==> config.mk <==
export PLATFORM = sky130hd
export DESIGN_NAME = modular_exponentiation_core
export DESIGN_NICKNAME = d
export VERILOG_FILES = /design/src/rtl/core/mex_pkg.sv /design/src/rtl/core/mex_datapath.sv /design/src/rtl/core/mex_ctrl.sv /design/src/rtl/core/modular_exponentiation_core.sv
export SDC_FILE = /design/constraint.sdc
export NUM_CORES = 1
export LEC_CHECK = 0
export BUFFER_PORTS_ARGS = -buffer_cell sky130_fd_sc_hd__buf_4
export CAP_MARGIN = 5
export CORE_ASPECT_RATIO = 1.1
export CORE_MARGIN = 2
export CORE_UTILIZATION = 63
export DETAILED_ROUTE_END_ITERATION = 16
export GPL_TIMING_DRIVEN = 1
export HOLD_SLACK_MARGIN = 0.15
export PLACE_DENSITY = 0.93
export SYNTH_ARGS = -nofsm -noshare
export SYNTH_HDL_FRONTEND = slang
export SYNTH_SLANG_ARGS = --single-unit
==> constraint.sdc <==
create_clock -name clk -period 10.6 [get_ports clk]
set_input_delay 2.12 -clock clk [delete_from_list [all_inputs] [get_ports clk]]
set_output_delay 2.12 -clock clk [all_outputs]
set_load 0.05 [all_outputs]
==> src/rtl/core/mex_pkg.sv <==
// Shared types and codes for the modular exponentiation core.
// Used by mex_ctrl, mex_datapath and the top level; depends on nothing.
package mex_pkg;

	// operand selection for the shared modular multiplier
	localparam logic [1:0] SEL_REDUCE = 2'd0;  // base mod m: add one per set base bit
	localparam logic [1:0] SEL_SQUARE = 2'd1;  // w * w mod m
	localparam logic [1:0] SEL_MULT   = 2'd2;  // w * base mod m

	typedef struct packed {
		logic       load;       // capture a new request
		logic       mul_start;  // launch the multiplier
		logic [1:0] mul_sel;    // operand selection for the launch
		logic       wb_base;    // write multiplier result to reduced base
		logic       wb_w;       // write multiplier result to working value
		logic       exp_shift;  // advance to next exponent bit
		logic       out_load;   // capture the result into the output register
	} mex_cmd_t;

	typedef struct packed {
		logic mul_done;     // multiplier result ready this cycle
		logic exp_msb;      // current exponent bit
		logic exp_last;     // current exponent bit is bit 0
		logic mod_zero_in;  // modulus of the offered request is zero
	} mex_status_t;

endpackage

==> src/rtl/core/mex_datapath.sv <==
// Datapath: operand registers, exponent shifter and a bit-serial modular multiplier.
// Depends on mex_pkg for the command and status structs.
module mex_datapath import mex_pkg::*; #(
	parameter int WIDTH = 32
) (
	input  logic        clk,
	input  logic        arst_n,
	input  mex_cmd_t    cmd,
	output mex_status_t status,
	input  logic [31:0] base_value,
	input  logic [31:0] exponent_value,
	input  logic [31:0] modulus_value,
	output logic [31:0] power_result
);

	localparam int CW = $clog2(WIDTH);
	localparam logic [CW-1:0] LAST = CW'(WIDTH - 1);

	logic [WIDTH-1:0] base_in, exp_in, mod_in;
	logic [WIDTH-1:0] m_q, base_q, w_q, exp_q;
	logic [WIDTH-1:0] mul_a_q, mul_b_q, acc_q;
	logic [CW-1:0]    mul_cnt_q, exp_cnt_q;
	logic             mul_busy_q, mul_done_q;
	logic [31:0]      result_q;

	logic [WIDTH-1:0] one_mod;
	logic [WIDTH:0]   dbl, sum;
	logic [WIDTH+1:0] dbl_diff, sum_diff;
	logic [WIDTH-1:0] dbl_mod, acc_next;

	assign base_in = WIDTH'(base_value);
	assign exp_in  = WIDTH'(exponent_value);
	assign mod_in  = WIDTH'(modulus_value);

	assign one_mod = (m_q == WIDTH'(1)) ? '0 : WIDTH'(1);

	// one multiplier step: acc = 2*acc mod m, then add a mod m when the bit is set
	always_comb begin
		dbl      = {acc_q, 1'b0};
		dbl_diff = {1'b0, dbl} - {2'b00, m_q};
		dbl_mod  = dbl_diff[WIDTH+1] ? dbl[WIDTH-1:0] : dbl_diff[WIDTH-1:0];
		sum      = {1'b0, dbl_mod} + {1'b0, mul_a_q};
		sum_diff = {1'b0, sum} - {2'b00, m_q};
		if (mul_b_q[WIDTH-1]) begin
			acc_next = sum_diff[WIDTH+1] ? sum[WIDTH-1:0] : sum_diff[WIDTH-1:0];
		end else begin
			acc_next = dbl_mod;
		end
	end

	// multiplier control
	always_ff @(posedge clk or negedge arst_n) begin
		if (!arst_n) begin
			mul_busy_q <= 1'b0;
			mul_done_q <= 1'b0;
			mul_cnt_q  <= '0;
			exp_cnt_q  <= '0;
		end else begin
			mul_done_q <= 1'b0;
			if (cmd.mul_start) begin
				mul_busy_q <= 1'b1;
				mul_cnt_q  <= '0;
			end else if (mul_busy_q) begin
				mul_cnt_q <= mul_cnt_q + CW'(1);
				if (mul_cnt_q == LAST) begin
					mul_busy_q <= 1'b0;
					mul_done_q <= 1'b1;
				end
			end
			if (cmd.load) begin
				exp_cnt_q <= '0;
			end else if (cmd.exp_shift) begin
				exp_cnt_q <= exp_cnt_q + CW'(1);
			end
		end
	end

	// operand and result registers
	always_ff @(posedge clk) begin
		if (cmd.load) begin
			m_q    <= mod_in;
			base_q <= base_in;
			exp_q  <= exp_in;
			w_q    <= (mod_in > WIDTH'(1)) ? WIDTH'(1) : '0;
		end else begin
			if (cmd.wb_base) begin
				base_q <= acc_q;
			end
			if (cmd.wb_w) begin
				w_q <= acc_q;
			end
			if (cmd.exp_shift) begin
				exp_q <= {exp_q[WIDTH-2:0], 1'b0};
			end
		end
		if (cmd.mul_start) begin
			acc_q <= '0;
			unique case (cmd.mul_sel)
				SEL_REDUCE: begin
					mul_a_q <= one_mod;
					mul_b_q <= base_q;
				end
				SEL_SQUARE: begin
					mul_a_q <= w_q;
					mul_b_q <= w_q;
				end
				SEL_MULT: begin
					mul_a_q <= w_q;
					mul_b_q <= base_q;
				end
				default: begin
					mul_a_q <= w_q;
					mul_b_q <= w_q;
				end
			endcase
		end else if (mul_busy_q) begin
			acc_q   <= acc_next;
			mul_b_q <= {mul_b_q[WIDTH-2:0], 1'b0};
		end
		if (cmd.out_load) begin
			result_q <= 32'(w_q);
		end
	end

	assign status.mul_done    = mul_done_q;
	assign status.exp_msb     = exp_q[WIDTH-1];
	assign status.exp_last    = (exp_cnt_q == LAST);
	assign status.mod_zero_in = (mod_in == '0);
	assign power_result       = result_q;

endmodule

==> src/rtl/core/mex_ctrl.sv <==
// Controller: sequences base reduction, squarings and multiplications per request.
// Depends on mex_pkg for the command and status structs.
module mex_ctrl import mex_pkg::*; (
	input  logic        clk,
	input  logic        arst_n,
	input  logic        in_valid,
	output logic        in_stall,
	output logic        out_valid,
	input  logic        out_stall,
	input  mex_status_t status,
	output mex_cmd_t    cmd
);

	localparam logic [2:0] S_IDLE  = 3'd0;
	localparam logic [2:0] S_RED   = 3'd1;
	localparam logic [2:0] S_RED_W = 3'd2;
	localparam logic [2:0] S_SQ    = 3'd3;
	localparam logic [2:0] S_SQ_W  = 3'd4;
	localparam logic [2:0] S_MU    = 3'd5;
	localparam logic [2:0] S_MU_W  = 3'd6;
	localparam logic [2:0] S_FIN   = 3'd7;

	logic [2:0] state_q, state_d;
	logic       out_valid_q;
	logic       out_free;

	assign in_stall  = (state_q != S_IDLE);
	assign out_valid = out_valid_q;
	assign out_free  = !out_valid_q || !out_stall;

	always_comb begin
		state_d = state_q;
		cmd     = '0;
		unique case (state_q)
			S_IDLE: begin
				if (in_valid) begin
					cmd.load = 1'b1;
					// zero modulus: working value is already zero
					state_d  = status.mod_zero_in ? S_FIN : S_RED;
				end
			end
			S_RED: begin
				cmd.mul_start = 1'b1;
				cmd.mul_sel   = SEL_REDUCE;
				state_d       = S_RED_W;
			end
			S_RED_W: begin
				if (status.mul_done) begin
					cmd.wb_base = 1'b1;
					state_d     = S_SQ;
				end
			end
			S_SQ: begin
				cmd.mul_start = 1'b1;
				cmd.mul_sel   = SEL_SQUARE;
				state_d       = S_SQ_W;
			end
			S_SQ_W: begin
				if (status.mul_done) begin
					cmd.wb_w = 1'b1;
					if (status.exp_msb) begin
						state_d = S_MU;
					end else if (status.exp_last) begin
						state_d = S_FIN;
					end else begin
						cmd.exp_shift = 1'b1;
						state_d       = S_SQ;
					end
				end
			end
			S_MU: begin
				cmd.mul_start = 1'b1;
				cmd.mul_sel   = SEL_MULT;
				state_d       = S_MU_W;
			end
			S_MU_W: begin
				if (status.mul_done) begin
					cmd.wb_w = 1'b1;
					if (status.exp_last) begin
						state_d = S_FIN;
					end else begin
						cmd.exp_shift = 1'b1;
						state_d       = S_SQ;
					end
				end
			end
			S_FIN: begin
				// hold until the output register is free
				if (out_free) begin
					cmd.out_load = 1'b1;
					state_d      = S_IDLE;
				end
			end
			default: begin
				state_d = S_IDLE;
			end
		endcase
	end

	always_ff @(posedge clk or negedge arst_n) begin
		if (!arst_n) begin
			state_q     <= S_IDLE;
			out_valid_q <= 1'b0;
		end else begin
			state_q <= state_d;
			priority if (cmd.out_load) begin
				out_valid_q <= 1'b1;
			end else if (!out_stall) begin
				out_valid_q <= 1'b0;
			end
		end
	end

endmodule

==> src/rtl/core/modular_exponentiation_core.sv <==
// Top level of the modular exponentiation core: controller plus datapath.
// Depends on mex_pkg, mex_ctrl and mex_datapath.
//
//   channel  direction  handshake             payload
//   in       request    in_valid / in_stall   base_value, exponent_value, modulus_value
//   out      result     out_valid / out_stall power_result
//
// One request runs a base reduction, then for each of the WIDTH exponent bits a squaring,
// plus a multiplication for every set bit, framed by an accept state and a finish state;
// all of these share the one bit-serial modular multiplier, and no new request is taken
// until the last one leaves the finish state. A zero modulus goes straight from the
// accept state to the finish state.
// Reset clears the controller and the multiplier control; no request is in flight.
// A new request is taken while a result waits in the output register; out_stall only
// holds the finish of the following request.
module modular_exponentiation_core import mex_pkg::*; #(
	parameter int WIDTH = 32
) (
	input  logic        clk,
	input  logic        arst_n,
	input  logic        in_valid,
	output logic        in_stall,
	input  logic [31:0] base_value,
	input  logic [31:0] exponent_value,
	input  logic [31:0] modulus_value,
	output logic        out_valid,
	input  logic        out_stall,
	output logic [31:0] power_result
);

	mex_cmd_t    cmd;
	mex_status_t status;

	mex_ctrl u_ctrl (
		.clk       (clk),
		.arst_n    (arst_n),
		.in_valid  (in_valid),
		.in_stall  (in_stall),
		.out_valid (out_valid),
		.out_stall (out_stall),
		.status    (status),
		.cmd       (cmd)
	);

	mex_datapath #(
		.WIDTH (WIDTH)
	) u_datapath (
		.clk            (clk),
		.arst_n         (arst_n),
		.cmd            (cmd),
		.status         (status),
		.base_value     (base_value),
		.exponent_value (exponent_value),
		.modulus_value  (modulus_value),
		.power_result   (power_result)
	);

endmodule

==> impl_metrics.yaml, run 1 <==
status:
  status: "finished, final reports clean"
critical_path:
  slowest_stage: "nor4b_1"
  rr_endpoint: "u_datapath.acc_q[28]$_SDFFE_PN0P_"
  startpoint_type: "flip-flop"
  critPathCaptureType: "flip-flop"
  crit_buf_inv: 2
  path_max_fanout: 18
  r2r_slack_ns: 1.43
  timing_worst_setup_path_type: "reg -> reg"
  slowest_delay_ns: 0.96
  reg2reg_from: "u_datapath.m_q[27]$_DFFE_PP_"
  rr_worst_depth: 29
  worstPathArrival_ns: 9.61
  crit_family: "compound AO/OA/AOI/OAI gates"
  required_ns: 11.04
drt:
  vias_per_cell: 6.72
  vias: 13908
  wl_per_cell_um: 24.2
  drtAntennaViolNets: 0
  drc: 0
  dr.first_iter.drc_count: 1784
  wirelength_um: 50100
  drtPass1Iterations: 6
floorplanning:
  rows: 61
  start_util: 0.640
  core-area_sq_um: 25200
  die_y_um: 172
  dieWidth_um: 157
  pin_count: 134
  die-area_sq_um: 26900
clock_tree:
  clockBufferDepth: 3
  postCtsHoldBufs: 0
  cts_made_buffers: 27
  post_cts_buffers: 0
  path_clk_slew_ns: 0.07
  ctsHtreeMaxLevel: 1
  cts.sinks: 272
  cts.repair.resized: 0
  clock_latency_ns: 0.56
  cts_tree: "done"
  cts_root_buf: "clkbuf_16"
timing:
  setup_tns_ns: 0
  fin_crit_sh: 0.865
  skew_ns: 0.0286
  max_freq_ghz: 0.109
  fin_ws_ns: 1.43
  finalMaxSlewViolations: 0
  relSlewSlack: 0.182
  rsz0062_at_grt: "false"
  min_period_ns: 9.17
  final-setup-viol-count: 0
  finalHoldViolCount: 0
  tightest_slew_ns: 1.22
placement:
  io_buffers: 133
  pre_cts_slack_ns: 1.84
  hpwl_um: 36200
  gp_congestion: 1.03
synthesis:
  synth_edf_count: 224
  synth-seq-cells: 272
  syn_nets: 1817
  synth_common_cells: "edfxtp_1 (224), nand2_1 (205), a21oi_1 (143), nor2_1 (110), ha_1 (99)"
  synth_area_sq_um: 16100
  ys_seq_area_frac: 0.482
  yosys.cell_types.count: 81
  yosysTopAreaCell: "edfxtp_1"
  synth_area_leaders: "edfxtp_1 (42%), ha_1 (7.7%), nand2_1 (4.8%)"
  syn_avg_cell_area_sq_um: 9.98
  yosysMostFrequentCell: "edfxtp_1"
  synth_top_flop_cell: "edfxtp_1"
  ys_warn_count: 0
  synth_top_area_frac: 0.417
  synth-async-reset-ratio: 0.0588
  syn_inst: 1615
grt:
  grt_max_degree: 74
  grt_usage: 0.369
  overflow: 0
  grt_pass1_wl_um: 75700
  grt_pass1_vias: 13290
  antenna_found_initial: 0
flow_run:
  cap_violations: 0
final_layout:
  fill_cells: 1624
  layout-drive-gt1-share: 0.133
  final_nets: 1936
  syn_to_final_growth_pct: 14.0
  n_antenna_cell: 0
hold_path:
  hold_end: "u_datapath.power_result[0]$_DFFE_PP_"
  hold_depth: 0
  hold_class: "reg -> reg"
  hp-start: "u_datapath.w_q[0]$_DFFE_PP_"
## flip-flops by register name, indices dropped and copies added (netlist names)
signal,count
u_datapath.mul_b_q,32
u_datapath.base_q,32
u_datapath.mul_busy_q,1
u_ctrl.out_valid,1
u_datapath.exp_q,32
u_datapath.mul_a_q,32
u_datapath.w_q,32
u_datapath.exp_cnt_q,5
u_datapath.acc_q,32
u_datapath.mul_done_q,1
u_datapath.m_q,32
u_datapath.power_result,32
u_ctrl.state_q,3
u_datapath.mul_cnt_q,5
## stage by stage
step                utilization  std cells  area [sq um]  hold slack (ns)
finish                    0.730       2070         18400            0.460
CTS                       0.730       2070         18400            0.459
detailed placement        0.692       2020         17400            0.443
floorplan                     -       1615         16100            0.426
global route              0.730       2070         18400            0.486
global placement          0.692       2020         17400            0.433
## cell usage in the layout, fill, tap and decap left out, types with 16 or more instances in the layout
master	instances
mux2i_1	22
nor4_1	16
and2_1	64
edfxtp_1	224
nor2b_1	18
a31oi_1	18
clkbuf_16	27
ha_1	99
nor2_1	109
dfrtp_1	16
nand2_1	204
nand4_1	17
xnor2_1	51
a21oi_1	142
dfxtp_1	32
o21a_1	20
o22ai_1	34
nor3_1	24
buf_4	151
xor2_1	29
a21o_1	60
inv_1	67
o21ai_0	93
## how the worst max path moves through the flow
| stage | cells after the start | to | startpoint |
|---|---|---|---|
| final | 29 | u_datapath.acc_q[28]$_SDFFE_PN0P_ | u_datapath.m_q[27]$_DFFE_PP_ |
| after global routing | 29 | u_datapath.acc_q[28]$_SDFFE_PN0P_ | u_datapath.m_q[27]$_DFFE_PP_ |
| after CTS | 29 | u_datapath.acc_q[28]$_SDFFE_PN0P_ | u_datapath.m_q[27]$_DFFE_PP_ |
| after detailed placement | 28 | u_datapath.acc_q[14]$_SDFFE_PN0P_ | u_datapath.m_q[27]$_DFFE_PP_ |
| after global placement | 29 | u_datapath.acc_q[14]$_SDFFE_PN0P_ | u_datapath.m_q[27]$_DFFE_PP_ |
| after floorplan | 31 | u_datapath.acc_q[15]$_SDFFE_PN0P_ | u_datapath.m_q[22]$_DFFE_PP_ |
## per-layer routing
metal | global-route usage | vias to the layer above | share of wire
met5 | 0 | - | 0
met1 | 0.499 | 6654 | 0.38
met4 | 0.121 | 0 | 0.036
met3 | 0.0693 | 127 | 0.12
li1 | - | 6196 | -
met2 | 0.604 | 931 | 0.47
## logic make-up (layout without fill, tap and decap cells)
| group | after synthesis | in the layout | synth area share |
|---|---|---|---|
| XOR/XNOR | 80 | 80 | 0.0435 |
| AO/OA/AOI/OAI | 488 | 488 | 0.194 |
| adder cells (fa/ha/maj) | 102 | 102 | 0.0805 |
| flip-flops | 272 | 272 | 0.482 |
| multiplexers | 30 | 30 | 0.0195 |
| buffers and inverters | 131 | 271 | 0.0318 |
| AND/OR/NAND/NOR | 512 | 512 | 0.149 |
## cell type report
type / instances / area [sq um] / share of cell area
Multi-Input combinational cell: 1212 / 7880 / 0.429
Sequential cell: 272 / 7770 / 0.422
Timing Repair Buffer: 151 / 1130 / 0.0617
Clock buffer: 34 / 702 / 0.0382
Tap cell: 315 / 394 / 0.0214
Inverter: 70 / 264 / 0.0144
Clock inverter: 16 / 243 / 0.0132
## worst register-to-register path, delay by kind of cell (launching register included)
kind                       cells  cell delay [ns]
and+or+nand+nor               11             3.22
AOI/OAI and AO/OA             12             3.60
DFF                            1             0.53
muxes                          1             0.40
adders and majority gates      3             1.07
buffers and inverters          2             0.25
Power of run 1 is not shown: default switching activity piles up to over one toggle a cycle in this logic, so the estimate is an artifact.
==> run 2, diff against run 1 <==
- RECOVER_POWER: unset -> 100
==> run 2 against run 1 <==
Compared with the run above:
- the flow now finishes with violations (max-capacitance violations, max-slew violations)
- cell count about the same
- design area decreased by 1.6%
- hold slack better by 0.0072 ns
- worst setup slack worse by 0.32 ns
- global-route usage is the same
- die area unchanged
- flip-flop and latch count stayed put
- first-iteration DRC count down 6.4%
- clock skew about the same
- critical path type unchanged
- largest cell class unchanged
==> impl_metrics.yaml, run 2 (synthesized netlist as in run 1, its figures left out) <==
grt:
  grt_pass1_wl_um: 75700
  grt_pass1_vias: 13290
  overflow: 0
  grt_usage: 0.369
  grt_max_degree: 74
  antenna_found_initial: 0
drt:
  vias_per_cell: 6.72
  drtPass1Iterations: 6
  drtAntennaViolNets: 0
  vias: 13921
  dr.first_iter.drc_count: 1670
  wl_per_cell_um: 24.2
  drc: 0
  wirelength_um: 50100
placement:
  io_buffers: 133
  hpwl_um: 36200
  gp_congestion: 1.03
  dp_cells: 2020
floorplanning:
  start_util: 0.640
  pin_count: 134
  rows: 61
  dieWidth_um: 157
  core-area_sq_um: 25200
  die_y_um: 172
  die-area_sq_um: 26900
clock_tree:
  cts.repair.resized: 0
  cts_root_buf: "clkbuf_16"
  clock_latency_ns: 0.55
  cts_made_buffers: 27
  post_cts_buffers: 0
  cts.sinks: 272
  clockBufferDepth: 3
  postCtsHoldBufs: 0
  path_clk_slew_ns: 0.07
  cts_tree: "done"
  ctsHtreeMaxLevel: 1
critical_path:
  critPathCaptureType: "flip-flop"
  r2r_slack_ns: 1.10
  path_max_fanout: 18
  timing_worst_setup_path_type: "reg -> reg"
  worstPathArrival_ns: 9.92
  required_ns: 11.03
  startpoint_type: "flip-flop"
timing:
  skew_ns: 0.0289
  finalMaxSlewViolations: 433
  fin_crit_sh: 0.896
  rsz0062_at_grt: "false"
  max_freq_ghz: 0.105
  finalHoldViolCount: 0
  tightest_slew_ns: 3.87
  relSlewSlack: -1.58
  min_period_ns: 9.50
  setup_tns_ns: 0
  final-setup-viol-count: 0
final_layout:
  fill_cells: 1729
  final_cell_mix: "edfxtp_1 (224), nand2_1 (204), a21oi_1 (143)"
  layout-drive-gt1-share: 0.0883
  finalNonFillerCells: 2072
  final_nets: 1936
  syn_to_final_growth_pct: 12.2
  final_common_cell: "edfxtp_1"
flow_run:
  cap_violations: 10
status:
  status: "complete, but fails checks"
  violations: "max-capacitance violations, max-slew violations"
hold_path:
  hold_class: "reg -> reg"
-- run 2: per-stage QoR --
stage	hold WS, ns	setup slack [ns]	util	cell area [sq um]
2_1_floorplan	0.426	3.82	-	16100
3_3_place_gp	0.433	1.98	0.692	17400
3_5_place_dp	0.443	1.84	0.692	17400
4_1_cts	0.459	1.82	0.730	18400
5_1_grt	0.487	0.665	0.718	18100
6_report	0.467	1.10	0.718	18100
-- run 2: cell type report --
class                           instances  area, sq um  area share
Antenna cell                            2         5.00    0.000277
Sequential cell                       272         7770       0.429
Tap cell                              315          394      0.0218
Multi-Input combinational cell       1212         7850       0.434
Inverter                               70          264      0.0146
Clock inverter                         16          243      0.0134
Clock buffer                           34          702      0.0388
Timing Repair Buffer                  151          867      0.0479
-- run 2: routing by layer --
layer	wire [um]	share of wire	GRT usage
met1	18900	0.38	0.499
met2	23200	0.46	0.604
met3	5990	0.12	0.0693
met4	1910	0.038	0.121
met5	0	0	0
-- run 2: critical path: stages (launching register included) --
cell and delay (ns):
edfxtp_1 0.52, inv_1 0.16, ha_1 0.38, nand4_1 0.24, nor4b_1 0.97, nand3_1 0.28, a211oi_1 0.44, or3_1 0.57
mux2_2 0.42, ha_1 0.43, nand4_1 0.18, nor3_1 0.33, a21oi_1 0.08, a311oi_1 0.48, o31ai_1 0.20, o221ai_1 0.39
nor2_1 0.16, ha_1 0.39, and3_1 0.21, nand2_1 0.08, nor2_1 0.14, and3_1 0.17, a221oi_1 0.11, o21ai_0 0.31
a31o_1 0.89, nor2_1 0.28, a221oi_1 0.34, a21bo_2 0.25
-- run 2: path summary, 6_finish.rpt --
path	depth (start not counted)	startpoint	to
max in group asynchronous	1	arst_n	u_datapath.mul_cnt_q[4]$_DFFE_PN0P_
max reg2reg	27	u_datapath.m_q[27]$_DFFE_PP_	u_datapath.acc_q[28]$_SDFFE_PN0P_
min	0	u_datapath.w_q[0]$_DFFE_PP_	u_datapath.power_result[0]$_DFFE_PP_
min in group asynchronous	1	arst_n	u_ctrl.out_valid$_DFFE_PN0P_
min reg2reg	0	u_datapath.w_q[0]$_DFFE_PP_	u_datapath.power_result[0]$_DFFE_PP_
max	27	u_datapath.m_q[27]$_DFFE_PP_	u_datapath.acc_q[28]$_SDFFE_PN0P_
Power of run 2 is left out for the same reason.
==> run 3, diff against run 2 <==
- REMOVE_ABC_BUFFERS: unset -> 1
==> run 3 against run 2 <==
Compared with the run above:
- the flow still finishes with violations (max-capacitance violations, max-slew violations)
- critical path depth unchanged
- cell count decreased by 0.34%
- worst setup slack improved by 0.0062 ns
- clock-buffer cell count unchanged
- utilization decreased by 0.55 points
- non-clock buffer count decreased by 1
- sequential share of layout area increased by 0.33 points
- wire length decreased by 0.16%
- register-to-register slack about the same
- first-iteration DRC count increased by 15%
- die area unchanged
- global-route usage decreased by 0.34 points
==> impl_metrics.yaml, run 3 (synthesized netlist as in run 1, its figures left out) <==
floorplanning:
  dieWidth_um: 157
  pin_count: 134
  start_util: 0.640
  core-area_sq_um: 25200
  rows: 61
  die_y_um: 172
  die-area_sq_um: 26900
timing:
  finalHoldViolCount: 0
  rsz0062_at_grt: "false"
  setup_tns_ns: 0
  final-setup-viol-count: 0
  finalMaxSlewViolations: 441
  tightest_slew_ns: 3.93
  fin_crit_sh: 0.895
  fin_ws_ns: 1.11
  max_freq_ghz: 0.105
  relSlewSlack: -1.62
  min_period_ns: 9.49
  skew_ns: 0.0157
placement:
  io_buffers: 133
  place_area_sq_um: 17400
  hpwl_um: 35900
  pre_cts_slack_ns: 1.97
  gp_congestion: 1.05
critical_path:
  crit_buf_inv: 1
  critPathCaptureType: "flip-flop"
  crit_top_cell: "ha_1"
  slowest_stage: "nor4b_1"
  startpoint_type: "flip-flop"
  required_ns: 11.04
  crit_family: "compound AO/OA/AOI/OAI gates"
  path_max_fanout: 18
  timing_worst_setup_path_type: "reg -> reg"
  slowest_delay_ns: 0.70
  worstPathArrival_ns: 9.93
clock_tree:
  ctsHtreeMaxLevel: 1
  post_cts_buffers: 0
  cts_tree: "done"
  cts_made_buffers: 25
  clockBufferDepth: 3
  cts_root_buf: "clkbuf_16"
  clock_latency_ns: 0.55
  cts.repair.resized: 0
  cts.sinks: 272
  postCtsHoldBufs: 0
  path_clk_slew_ns: 0.07
grt:
  antenna_found_initial: 1
  overflow: 0
  grt_max_degree: 78
  grt_pass1_wl_um: 74600
  grt_pass1_vias: 13064
  grt_usage: 0.365
final_layout:
  fin_util: 0.713
  design_area_sq_um: 18000
  seqCellArea_sq_um: 7770
  fill_cells: 1751
  multi_input_area_sq_um: 7850
  final_cell_mix: "edfxtp_1 (224), nand2_1 (205), a21oi_1 (143)"
  final_common_cell: "edfxtp_1"
  layout-drive-gt1-share: 0.0863
  final_nets: 1933
  syn_to_final_growth_pct: 11.3
  n_antenna_cell: 0
drt:
  drtPass1Iterations: 6
  vias: 13956
  dr.first_iter.drc_count: 1919
  wl_per_cell_um: 24.2
  vias_per_cell: 6.76
  drtAntennaViolNets: 0
  wirelength_um: 50000
  drc: 0
flow_run:
  cap_violations: 10
status:
  violations: "max-capacitance violations, max-slew violations"
  status: "complete, but fails checks"
hold_path:
  hold_class: "reg -> reg"
## run 3: cell count changes in the layout (fill, tap and decap cells not counted), sizes merged
cell	delta
diode	-2
buf	-1
bufinv	-5
clkinv	-1
clkinvlp	+2
## run 3: area by class of cell
| type | count | share of cell area |
|---|---|---|
| multi-input cells | 1212 | 0.438 |
| clock inverters | 12 | 0.00565 |
| well taps | 315 | 0.0220 |
| repair buffers | 150 | 0.0479 |
| flip-flops and latches | 272 | 0.433 |
| clock buffers | 34 | 0.0396 |
| inverters | 70 | 0.0147 |
## run 3: final timing paths
check | start | to | slack [ns] | depth (start not counted)
max | u_datapath.m_q[27]$_DFFE_PP_ | u_datapath.acc_q[10]$_SDFFE_PN0P_ | 1.11 | 27
min | u_datapath.w_q[0]$_DFFE_PP_ | u_datapath.power_result[0]$_DFFE_PP_ | 0.45 | 0
max reg2reg | u_datapath.m_q[27]$_DFFE_PP_ | u_datapath.acc_q[10]$_SDFFE_PN0P_ | 1.11 | 27
min reg2reg | u_datapath.w_q[0]$_DFFE_PP_ | u_datapath.power_result[0]$_DFFE_PP_ | 0.45 | 0
max in group asynchronous | arst_n | u_datapath.mul_cnt_q[2]$_DFFE_PN0P_ | 8.38 | 1
min in group asynchronous | arst_n | u_datapath.mul_done_q$_DFF_PN0_ | 1.68 | 1
## run 3: metrics by stage
stage               std cells  hold slack, ns
finish                   2065           0.450
global route             2065           0.470
CTS                      2064           0.450
detailed placement       2018           0.434
global placement         2018           0.429
floorplan                1554           0.426
## run 3: metal layers
layer / vias up / GRT usage / share of wire
met5: - / 0 / 0
met4: 0 / 0.110 / 0.036
met3: 141 / 0.0635 / 0.12
met2: 960 / 0.596 / 0.47
met1: 6663 / 0.504 / 0.38
li1: 6192 / - / -
Power of run 3 is left out for the same reason.
